## src/design/sgbq_pkg.sv

```systemverilog
// ----------------------------------------------------------------------------
// sgbq_pkg
// Shared types and constants of the structured grid boundary quad generator:
// register indexes, face codes, controller states and the command and status
// bundles between controller and datapath.
// ----------------------------------------------------------------------------
package sgbq_pkg;

  localparam int unsigned CFG_W       = 11;
  localparam int unsigned CFG_IDX_W   = 2;
  localparam int unsigned ID_W        = 30;
  localparam int unsigned QN_W        = 23;
  localparam int unsigned FACE_W      = 3;
  localparam int unsigned FACE_CODES  = 2 ** FACE_W;
  localparam int unsigned MAX_DIM_DEF = 1024;

  localparam logic [CFG_IDX_W-1:0] REG_DIM_X = 2'd0;
  localparam logic [CFG_IDX_W-1:0] REG_DIM_Y = 2'd1;
  localparam logic [CFG_IDX_W-1:0] REG_DIM_Z = 2'd2;

  localparam logic [FACE_W-1:0] FACE_X_LO = 3'd0;
  localparam logic [FACE_W-1:0] FACE_X_HI = 3'd1;
  localparam logic [FACE_W-1:0] FACE_Y_LO = 3'd2;
  localparam logic [FACE_W-1:0] FACE_Y_HI = 3'd3;
  localparam logic [FACE_W-1:0] FACE_Z_LO = 3'd4;
  localparam logic [FACE_W-1:0] FACE_Z_HI = 3'd5;

  typedef enum logic [2:0] {
    ST_IDLE,
    ST_NORM,
    ST_MUL1,
    ST_MUL2,
    ST_EMIT,
    ST_EMPTY
  } ctrl_state_e;

  typedef struct packed {
    logic take;
    logic norm_step;
    logic mul1;
    logic mul2;
    logic emit;
    logic emit_empty;
  } dp_cmd_t;

  typedef struct packed {
    logic any_quads;
    logic pos_ok;
    logic out_free;
  } dp_sts_t;

endpackage

```

## src/design/sgbq_ctrl.sv

```systemverilog
// ----------------------------------------------------------------------------
// sgbq_ctrl
// Sequencer of one request: take it, walk the counters to a valid quad, run
// the two multiply steps and hand the quad, or none, to the output register.
// ----------------------------------------------------------------------------
module sgbq_ctrl (
  input  logic              clk_i,
  input  logic              rst_ni,
  input  logic              in_valid_i,
  output logic              in_ready_o,
  input  sgbq_pkg::dp_sts_t sts_i,
  output sgbq_pkg::dp_cmd_t cmd_o
);

  sgbq_pkg::ctrl_state_e state_q, state_d;

  always_ff @(posedge clk_i or negedge rst_ni) begin
    if (!rst_ni) begin
      state_q <= sgbq_pkg::ST_IDLE;
    end else begin
      state_q <= state_d;
    end
  end

  always_comb begin
    state_d = state_q;
    case (state_q)
      sgbq_pkg::ST_IDLE: begin
        if (in_valid_i) state_d = sgbq_pkg::ST_NORM;
      end
      sgbq_pkg::ST_NORM: begin
        if (!sts_i.any_quads) begin
          state_d = sgbq_pkg::ST_EMPTY;
        end else if (sts_i.pos_ok) begin
          state_d = sgbq_pkg::ST_MUL1;
        end
      end
      sgbq_pkg::ST_MUL1: state_d = sgbq_pkg::ST_MUL2;
      sgbq_pkg::ST_MUL2: state_d = sgbq_pkg::ST_EMIT;
      sgbq_pkg::ST_EMIT: begin
        if (sts_i.out_free) state_d = sgbq_pkg::ST_IDLE;
      end
      sgbq_pkg::ST_EMPTY: begin
        if (sts_i.out_free) state_d = sgbq_pkg::ST_IDLE;
      end
      default: state_d = sgbq_pkg::ST_IDLE;
    endcase
  end

  always_comb begin
    cmd_o      = '0;
    in_ready_o = 1'b0;
    case (state_q)
      sgbq_pkg::ST_IDLE: begin
        in_ready_o = 1'b1;
        cmd_o.take = in_valid_i;
      end
      sgbq_pkg::ST_NORM:  cmd_o.norm_step  = sts_i.any_quads && !sts_i.pos_ok;
      sgbq_pkg::ST_MUL1:  cmd_o.mul1       = 1'b1;
      sgbq_pkg::ST_MUL2:  cmd_o.mul2       = 1'b1;
      sgbq_pkg::ST_EMIT:  cmd_o.emit       = sts_i.out_free;
      sgbq_pkg::ST_EMPTY: cmd_o.emit_empty = sts_i.out_free;
      default: cmd_o = '0;
    endcase
  end

endmodule

```

## src/design/sgbq_dp.sv

```systemverilog
// ----------------------------------------------------------------------------
// sgbq_dp
// Datapath: face and loop counters, point and cell id arithmetic in two
// multiply steps, and the output register.
// ----------------------------------------------------------------------------
module sgbq_dp #(
  parameter int unsigned MAX_DIM = sgbq_pkg::MAX_DIM_DEF
) (
  input  logic                        clk_i,
  input  logic                        rst_ni,
  input  logic [sgbq_pkg::CFG_W-1:0]  dim_x_i,
  input  logic [sgbq_pkg::CFG_W-1:0]  dim_y_i,
  input  logic [sgbq_pkg::CFG_W-1:0]  dim_z_i,
  input  logic                        restart_i,
  input  sgbq_pkg::dp_cmd_t           cmd_i,
  output sgbq_pkg::dp_sts_t           sts_o,
  output logic                        out_valid_o,
  input  logic                        out_ready_i,
  output logic [sgbq_pkg::FACE_W-1:0] face_o,
  output logic [sgbq_pkg::ID_W-1:0]   point_a_o,
  output logic [sgbq_pkg::ID_W-1:0]   point_b_o,
  output logic [sgbq_pkg::ID_W-1:0]   point_c_o,
  output logic [sgbq_pkg::ID_W-1:0]   point_d_o,
  output logic [sgbq_pkg::ID_W-1:0]   cell_source_o,
  output logic [sgbq_pkg::QN_W-1:0]   quad_number_o,
  output logic                        last_o,
  output logic                        none_o
);

  localparam int unsigned DIM_W  = $clog2(MAX_DIM + 1);
  localparam int unsigned CNT_W  = $clog2(MAX_DIM);
  localparam int unsigned SZ_W   = 2 * DIM_W;
  localparam int unsigned YM_W   = CNT_W + DIM_W;
  localparam int unsigned CS_W   = 2 * CNT_W;
  localparam int unsigned PZ_W   = CNT_W + SZ_W;
  localparam int unsigned CZ_W   = CNT_W + CS_W;
  localparam int unsigned FACE_W = sgbq_pkg::FACE_W;
  localparam int unsigned ID_W   = sgbq_pkg::ID_W;

  function automatic logic [DIM_W-1:0] eff_dim(input logic [sgbq_pkg::CFG_W-1:0] v);
    if (v == '0) begin
      return DIM_W'(1);
    end else if (32'(v) > MAX_DIM) begin
      return DIM_W'(MAX_DIM);
    end else begin
      return DIM_W'(v);
    end
  endfunction

  logic [DIM_W-1:0] nx, ny, nz;
  logic [CNT_W-1:0] lx, ly, lz;
  logic             gx, gy, gz;
  logic [sgbq_pkg::FACE_CODES-1:0] has_v;

  assign nx = eff_dim(dim_x_i);
  assign ny = eff_dim(dim_y_i);
  assign nz = eff_dim(dim_z_i);
  assign lx = CNT_W'(nx - DIM_W'(1));
  assign ly = CNT_W'(ny - DIM_W'(1));
  assign lz = CNT_W'(nz - DIM_W'(1));
  assign gx = (lx != '0);
  assign gy = (ly != '0);
  assign gz = (lz != '0);

  always_comb begin
    has_v    = '0;
    has_v[0] = gy && gz;
    has_v[1] = gx && gy && gz;
    has_v[2] = gx && gz;
    has_v[3] = gy && gx && gz;
    has_v[4] = gx && gy;
    has_v[5] = gz && gx && gy;
  end

  // Loop counters
  logic [FACE_W-1:0]         face_q, face_d;
  logic [CNT_W-1:0]          outer_q, outer_d, inner_q, inner_d;
  logic [sgbq_pkg::QN_W-1:0] quad_q, quad_d;

  logic [CNT_W-1:0] olen, ilen, inner_inc, outer_inc;
  logic             over, face_bad, inner_bad, later, last_d;

  always_comb begin
    if (face_q inside {sgbq_pkg::FACE_X_LO, sgbq_pkg::FACE_X_HI}) begin
      olen = ly;
      ilen = lz;
    end else if (face_q inside {sgbq_pkg::FACE_Y_LO, sgbq_pkg::FACE_Y_HI}) begin
      olen = lx;
      ilen = lz;
    end else begin
      olen = lx;
      ilen = ly;
    end
  end

  assign over      = (face_q > sgbq_pkg::FACE_Z_HI);
  assign face_bad  = !has_v[face_q] || (outer_q >= olen);
  assign inner_bad = (inner_q >= ilen);
  assign inner_inc = inner_q + CNT_W'(1);
  assign outer_inc = outer_q + CNT_W'(1);

  always_comb begin
    later = 1'b0;
    for (int f = 0; f < sgbq_pkg::FACE_CODES; f++) begin
      later = later | (has_v[f] && (FACE_W'(f) > face_q));
    end
  end

  always_comb begin
    face_d  = face_q;
    outer_d = outer_q;
    inner_d = inner_q;
    quad_d  = quad_q;
    last_d  = 1'b0;
    if (cmd_i.take && restart_i) begin
      face_d  = '0;
      outer_d = '0;
      inner_d = '0;
      quad_d  = '0;
    end else if (cmd_i.norm_step) begin
      if (over) begin
        face_d  = '0;
        outer_d = '0;
        inner_d = '0;
        quad_d  = '0;
      end else if (face_bad) begin
        face_d  = face_q + FACE_W'(1);
        outer_d = '0;
        inner_d = '0;
      end else if (inner_bad) begin
        inner_d = '0;
        outer_d = outer_inc;
      end
    end else if (cmd_i.emit_empty) begin
      face_d  = '0;
      outer_d = '0;
      inner_d = '0;
      quad_d  = '0;
    end else if (cmd_i.emit) begin
      quad_d  = quad_q + sgbq_pkg::QN_W'(1);
      inner_d = inner_inc;
      if (inner_inc >= ilen) begin
        inner_d = '0;
        outer_d = outer_inc;
        if (outer_inc >= olen) begin
          outer_d = '0;
          if (!later) begin
            last_d  = 1'b1;
            face_d  = '0;
            quad_d  = '0;
          end else begin
            face_d = face_q + FACE_W'(1);
          end
        end
      end
    end
  end

  always_ff @(posedge clk_i or negedge rst_ni) begin
    if (!rst_ni) begin
      face_q  <= '0;
      outer_q <= '0;
      inner_q <= '0;
      quad_q  <= '0;
    end else begin
      face_q  <= face_d;
      outer_q <= outer_d;
      inner_q <= inner_d;
      quad_q  <= quad_d;
    end
  end

  // Corner and cell coordinates of the current quad
  logic [CNT_W-1:0] px, py, pz, cx, cy, cz, cyc, cys;

  assign cyc = gx ? lx : CNT_W'(1);
  assign cys = gy ? ly : CNT_W'(1);

  always_comb begin
    case (face_q)
      sgbq_pkg::FACE_X_LO: begin
        px = '0;      py = outer_q; pz = inner_q;
        cx = '0;      cy = outer_q; cz = inner_q;
      end
      sgbq_pkg::FACE_X_HI: begin
        px = lx;                   py = outer_q; pz = inner_q;
        cx = lx - CNT_W'(1);       cy = outer_q; cz = inner_q;
      end
      sgbq_pkg::FACE_Y_LO: begin
        px = outer_q; py = '0;     pz = inner_q;
        cx = outer_q; cy = '0;     cz = inner_q;
      end
      sgbq_pkg::FACE_Y_HI: begin
        px = outer_q; py = ly;                 pz = inner_q;
        cx = outer_q; cy = ly - CNT_W'(1);     cz = inner_q;
      end
      sgbq_pkg::FACE_Z_LO: begin
        px = outer_q; py = inner_q; pz = '0;
        cx = outer_q; cy = inner_q; cz = '0;
      end
      default: begin
        px = outer_q; py = inner_q; pz = lz;
        cx = outer_q; cy = inner_q; cz = lz - CNT_W'(1);
      end
    endcase
  end

  // First multiply step: strides and in-plane products
  logic [SZ_W-1:0]  sz_q;
  logic [YM_W-1:0]  ymul_q;
  logic [CS_W-1:0]  czs_q, cym_q;
  logic [CNT_W-1:0] px_q, pz_q, cx_q, cz_q;

  always_ff @(posedge clk_i) begin
    if (cmd_i.mul1) begin
      sz_q   <= SZ_W'(nx) * SZ_W'(ny);
      ymul_q <= YM_W'(py) * YM_W'(nx);
      czs_q  <= CS_W'(cyc) * CS_W'(cys);
      cym_q  <= CS_W'(cy) * CS_W'(cyc);
      px_q   <= px;
      pz_q   <= pz;
      cx_q   <= cx;
      cz_q   <= cz;
    end
  end

  // Second multiply step: base point id, cell id and corner offsets
  logic [PZ_W-1:0] zprod;
  logic [CZ_W-1:0] cprod;
  logic [ID_W-1:0] sy_w, sz_w, du, dv;
  logic [ID_W-1:0] pa_q, cell_q, du_q, dv_q, duv_q;

  assign zprod = PZ_W'(pz_q) * PZ_W'(sz_q);
  assign cprod = CZ_W'(cz_q) * CZ_W'(czs_q);
  assign sy_w  = ID_W'(nx);
  assign sz_w  = ID_W'(sz_q);

  always_comb begin
    case (face_q)
      sgbq_pkg::FACE_X_LO: begin du = sz_w;        dv = sy_w;        end
      sgbq_pkg::FACE_X_HI: begin du = sy_w;        dv = sz_w;        end
      sgbq_pkg::FACE_Y_LO: begin du = ID_W'(1);    dv = sz_w;        end
      sgbq_pkg::FACE_Y_HI: begin du = sz_w;        dv = ID_W'(1);    end
      sgbq_pkg::FACE_Z_LO: begin du = sy_w;        dv = ID_W'(1);    end
      default:             begin du = ID_W'(1);    dv = sy_w;        end
    endcase
  end

  always_ff @(posedge clk_i) begin
    if (cmd_i.mul2) begin
      pa_q   <= ID_W'(zprod) + ID_W'(ymul_q) + ID_W'(px_q);
      cell_q <= ID_W'(cprod) + ID_W'(cym_q) + ID_W'(cx_q);
      du_q   <= du;
      dv_q   <= dv;
      duv_q  <= du + dv;
    end
  end

  // Output register
  logic out_valid_q;

  always_ff @(posedge clk_i or negedge rst_ni) begin
    if (!rst_ni) begin
      out_valid_q <= 1'b0;
    end else if (cmd_i.emit || cmd_i.emit_empty) begin
      out_valid_q <= 1'b1;
    end else if (out_ready_i) begin
      out_valid_q <= 1'b0;
    end
  end

  always_ff @(posedge clk_i) begin
    if (cmd_i.emit) begin
      face_o        <= face_q;
      point_a_o     <= pa_q;
      point_b_o     <= pa_q + du_q;
      point_c_o     <= pa_q + duv_q;
      point_d_o     <= pa_q + dv_q;
      cell_source_o <= cell_q;
      quad_number_o <= quad_q;
      last_o        <= last_d;
      none_o        <= 1'b0;
    end else if (cmd_i.emit_empty) begin
      face_o        <= '0;
      point_a_o     <= '0;
      point_b_o     <= '0;
      point_c_o     <= '0;
      point_d_o     <= '0;
      cell_source_o <= '0;
      quad_number_o <= '0;
      last_o        <= 1'b0;
      none_o        <= 1'b1;
    end
  end

  assign out_valid_o     = out_valid_q;
  assign sts_o.any_quads = |has_v;
  assign sts_o.pos_ok    = !over && !face_bad && !inner_bad;
  assign sts_o.out_free  = !out_valid_q || out_ready_i;

endmodule

```

## src/design/structured_grid_boundary_quads.sv

```systemverilog
// ----------------------------------------------------------------------------
// structured_grid_boundary_quads
// Boundary quad generator of an X by Y by Z structured grid: each request
// returns the next quad with its face, corner point ids, source cell id,
// ordinal and a last mark.
// ----------------------------------------------------------------------------
// When the counters already sit on a quad, a request passes the position
// check, the two multiply steps of the point and cell id arithmetic and the
// emit step, and the quad is then offered from the output register; the next
// request is taken after the emit step. Each counter fix-up the position
// sequencer makes (a finished row, an empty or skipped face, or a wrap) adds
// a further position step, and a quad holds in the emit step for as long as
// the output register still holds the previous one. The result waits in an
// output register, so a new request is taken while the previous quad is
// still pending. Dimensions are to be written on the configuration port only
// while no request is in flight; the block itself does not enforce this. A
// grid with fewer than two axes longer than one point answers every request
// with the none flag.
// ----------------------------------------------------------------------------
module structured_grid_boundary_quads #(
  parameter int unsigned MAX_DIM = sgbq_pkg::MAX_DIM_DEF
) (
  input  logic                           clk_i,
  input  logic                           rst_ni,
  input  logic                           cfg_we_i,
  input  logic [sgbq_pkg::CFG_IDX_W-1:0] cfg_idx_i,
  input  logic [sgbq_pkg::CFG_W-1:0]     cfg_wdata_i,
  input  logic                           in_valid_i,
  output logic                           in_ready_o,
  input  logic                           restart_i,
  output logic                           out_valid_o,
  input  logic                           out_ready_i,
  output logic [sgbq_pkg::FACE_W-1:0]    face_o,
  output logic [sgbq_pkg::ID_W-1:0]      point_a_o,
  output logic [sgbq_pkg::ID_W-1:0]      point_b_o,
  output logic [sgbq_pkg::ID_W-1:0]      point_c_o,
  output logic [sgbq_pkg::ID_W-1:0]      point_d_o,
  output logic [sgbq_pkg::ID_W-1:0]      cell_source_o,
  output logic [sgbq_pkg::QN_W-1:0]      quad_number_o,
  output logic                           last_o,
  output logic                           none_o
);

  logic [sgbq_pkg::CFG_W-1:0] dim_x_q, dim_y_q, dim_z_q;
  sgbq_pkg::dp_cmd_t          cmd;
  sgbq_pkg::dp_sts_t          sts;

  always_ff @(posedge clk_i or negedge rst_ni) begin
    if (!rst_ni) begin
      dim_x_q <= sgbq_pkg::CFG_W'(1);
      dim_y_q <= sgbq_pkg::CFG_W'(1);
      dim_z_q <= sgbq_pkg::CFG_W'(1);
    end else if (cfg_we_i) begin
      case (cfg_idx_i)
        sgbq_pkg::REG_DIM_X: dim_x_q <= cfg_wdata_i;
        sgbq_pkg::REG_DIM_Y: dim_y_q <= cfg_wdata_i;
        sgbq_pkg::REG_DIM_Z: dim_z_q <= cfg_wdata_i;
        default: ;
      endcase
    end
  end

  sgbq_ctrl u_ctrl (
    .clk_i      (clk_i),
    .rst_ni     (rst_ni),
    .in_valid_i (in_valid_i),
    .in_ready_o (in_ready_o),
    .sts_i      (sts),
    .cmd_o      (cmd)
  );

  sgbq_dp #(
    .MAX_DIM (MAX_DIM)
  ) u_dp (
    .clk_i         (clk_i),
    .rst_ni        (rst_ni),
    .dim_x_i       (dim_x_q),
    .dim_y_i       (dim_y_q),
    .dim_z_i       (dim_z_q),
    .restart_i     (restart_i),
    .cmd_i         (cmd),
    .sts_o         (sts),
    .out_valid_o   (out_valid_o),
    .out_ready_i   (out_ready_i),
    .face_o        (face_o),
    .point_a_o     (point_a_o),
    .point_b_o     (point_b_o),
    .point_c_o     (point_c_o),
    .point_d_o     (point_d_o),
    .cell_source_o (cell_source_o),
    .quad_number_o (quad_number_o),
    .last_o        (last_o),
    .none_o        (none_o)
  );

endmodule
```

## config.mk

```make
export PLATFORM = sky130hd
export DESIGN_NAME = structured_grid_boundary_quads
export DESIGN_NICKNAME = d
export VERILOG_FILES = /design/src/design/sgbq_pkg.sv /design/src/design/sgbq_ctrl.sv /design/src/design/sgbq_dp.sv /design/src/design/structured_grid_boundary_quads.sv
export SDC_FILE = /design/constraint.sdc
export NUM_CORES = 2
export LEC_CHECK = 0
export BUFFER_PORTS_ARGS = -buffer_cell sky130_fd_sc_hd__buf_4
export CAP_MARGIN = 20
export CORE_ASPECT_RATIO = 0.5
export CORE_MARGIN = 2
export CORE_UTILIZATION = 55
export DETAILED_ROUTE_END_ITERATION = 6
export PLACE_DENSITY = 0.72
export SYNTH_ARGS = -nofsm -noshare
export SYNTH_HDL_FRONTEND = slang
export SYNTH_SLANG_ARGS = --single-unit
```

## constraint.sdc

```tcl
create_clock -name clk_i -period 12.22 [get_ports clk_i]
set_input_delay 1.222 -clock clk_i [delete_from_list [all_inputs] [get_ports clk_i]]
set_output_delay 1.222 -clock clk_i [all_outputs]
set_load 0.03 [all_outputs]
```

==> flow_summary.ini <==
[status]
status = completed

[clock_network]
ctsHoldBuffers = 0
path_clk_slew_ps = 70
insertion_delay_ps = 660
cts_setup_buffers = 0
cts.sinks = 511
cts-buffers-inserted = 51
clock_path_buffers = 3
cts_resized = 0
cts_tree = built
cts-root-buf = clkbuf_16
htreeDepth = 2

[sta]
fin_setup_tns_ps = 0
fin_hold_ws_ps = 456
slew_headroom = 0.181
rsz0062_at_grt = false
setup_violations = 0
slew_violations = 0
timing.fmax_mhz = 97.6
worst_pin_slew_ps = 1220
finalHoldViolCount = 0
layout_min_cycle_time_ps = 10240
finClkSkew_ps = 46.2
fin_crit_sh = 0.838

[yosys]
synth_mux_area_frac = 0.0109
yosys.area_share.simple = 0.160
synth-seq-area-share = 0.276
synthAdderAreaFrac = 0.357
avgSynthCellArea_um2 = 9.80
synth_flop_cell = edfxtp_1
synth_top_area_frac = 0.237
syn_area_um2 = 54100
synth_cells = 5518
synth_xor_area_frac = 0.0382
synth_top_family_by_area = adder cells
yosysUniqueCellTypes = 91
synth_nets = 6695
synth-edff-count = 427
ys_warn_count = 0
synth_common_cells = inv_1 (751), fa_1 (640), nand2_1 (588)
yosysMostFrequentCell = inv_1
ys_ff_latch = 511
synth_compound_area_frac = 0.0887
async_flop_share = 0.162
ys_top_cells_by_area = edfxtp_1 (24%), fa_1 (24%), ha_1 (12%)
synth_top_area_cell = edfxtp_1

[global_route]
antenna_found_initial = 4
grt_use_met1 = 0.420
track_usage = 0.295
grt_pass1_wl_um = 230000
grt_pass1_vias = 40800
gr-total-overflow = 0
met2_usage = 0.468
grtUsageMet3 = 0.0472
grt_max_degree = 78
top_usage_layer = met2

[setup_path]
startpoint_type = register
cp.arrival_ps = 10620
cp_top_family = adder cells
cp.buffers_inverters = 8
r2r_start = dim_y_q[10]
cp-startpoint = dim_y_q[10]
crit_top_cell = inv_1
cpMaxStageDelayCell = a2111oi_0
max_stage_delay_ps = 800
crit_type = reg -> reg
cp_data_required_time_ps = 12600
cp_max_fo = 23
end_kind = register

[routing]
via_per_inst = 5.74
drtPass1Iterations = 5
drc = 0
wl_per_cell_um = 21.0
drtIter0Drc = 3347
routed_wl_um = 146000
drtAntennaViolNets = 0
via_count = 40100

[final_layout]
area_delta_synth_final_pct = 8.59
fin_util = 0.602
final_nets = 6778
drive_above_1_share = 0.0822

[placed_design]
place_hpwl_um = 114000
port_buffers = 198
place_congestion = 0.933

[floorplan]
die_h_um = 226
core_um2 = 97600
pin_count = 199
initial_utilization = 0.554
die_w_um = 447
dieArea_um2 = 101000
row_count = 81

[hold_path]
hold_start = u_dp.none_o
hold_path.class = reg -> reg

[job]
maxCapViolations = 0
[metrics by stage]
step                std cells  cell area [um2]  worst slack [ps]
floorplan                5518            54100              3260
global placement         6871            56900              2550
detailed placement       6872            56900              2220
CTS                      6968            58700              2190
global route             6972            58700              1440
finish                   6976            58700              1980
[layout by cell type, fill, tap and decap left out, drive strengths merged, types with 14 or more instances in the layout]
master / Yosys / final
inv: 751 / 752
fa: 640 / 640
nand2: 588 / 588
ha: 518 / 518
nor2: 478 / 478
edfxtp: 427 / 427
and2: 311 / 311
buf: 23 / 262
o21ai: 212 / 212
a21oi: 189 / 189
xnor2: 167 / 167
nor3: 85 / 85
dfrtp: 80 / 80
nand3: 79 / 79
nand2b: 76 / 76
clkbuf: 209 / 74
xor2: 69 / 69
nor2b: 55 / 55
a21o: 53 / 53
mux2: 46 / 46
o21a: 44 / 44
and3: 39 / 39
or2: 35 / 35
o21bai: 27 / 27
o31ai: 27 / 27
or3: 22 / 22
a211oi: 19 / 19
o22ai: 19 / 19
nor4: 17 / 17
clkinv: 4 / 15
o211ai: 14 / 14
o41ai: 14 / 14
[logic make-up (layout without fill, tap and decap cells)]
| family | count (synthesis) | after routing |
|---|---|---|
| and+or+nand+nor | 1824 | 1824 |
| adders and majority gates | 1158 | 1158 |
| buffers and inverters | 987 | 1113 |
| AOI/OAI and AO/OA | 749 | 749 |
| DFF | 511 | 511 |
| xor gates and xnor gates | 236 | 236 |
| muxes | 53 | 53 |
| other | 0 | 4 |
[routing by layer]
layer  vias up  routed length [um]  share of wire
li1      18200                   -              -
met5         -                   0              0
met1     20000               64800           0.44
met4         0                4380          0.030
met2      1605               65800           0.45
met3       272               11500          0.079
[worst paths after layout]
kind                                    to  slack (ps)  cells after the start
min in group asynchronous  u_dp.quad_q[18]         520                      1
setup / recovery            u_dp.cym_q[18]        1980                     33
max in group asynchronous       dim_z_q[3]       10450                      2
hold reg to reg                u_dp.none_o         460                      2
hold / removal                 u_dp.none_o         460                      2
setup reg to reg            u_dp.cym_q[18]        1980                     33
[worst reg2reg max path, delay by kind of cell, from the launching register on]
| kind | cells | cell delay [ps] |
|---|---|---|
| simple gates | 9 | 2760 |
| fa+ha+maj | 7 | 3360 |
| buf+inv | 8 | 1240 |
| xor+xnor | 2 | 210 |
| flops | 1 | 590 |
| compound gates | 7 | 1860 |
[state kept, by name (all words and copies together), names as in the netlist, 11 cells and up]
register,flops
dim_z_q,11
u_dp.ymul_q,21
u_dp.quad_q,23
u_dp.dv_q,22
u_dp.cym_q,20
u_dp.point_c_o,30
dim_x_q,11
u_dp.sz_q,22
u_dp.point_b_o,30
dim_y_q,11
u_dp.duv_q,23
u_dp.du_q,22
u_dp.quad_number_o,23
u_dp.point_d_o,30
u_dp.czs_q,20
u_dp.cell_q,30
u_dp.point_a_o,30
u_dp.pa_q,30
u_dp.cell_source_o,30
[cell type report]
class / count / area, um2
clock inverters: 22 / 333
repair buffers: 262 / 1970
multi-input cells: 4020 / 35500
clock buffers: 74 / 1480
inverters: 755 / 2840
diodes: 4 / 10.0
well taps: 1328 / 1660
flip-flops and latches: 511 / 14900
fillers: 8052 / 38900
Power is not shown: default switching activity piles up to over one toggle a cycle in this logic, so the estimate is an artifact.
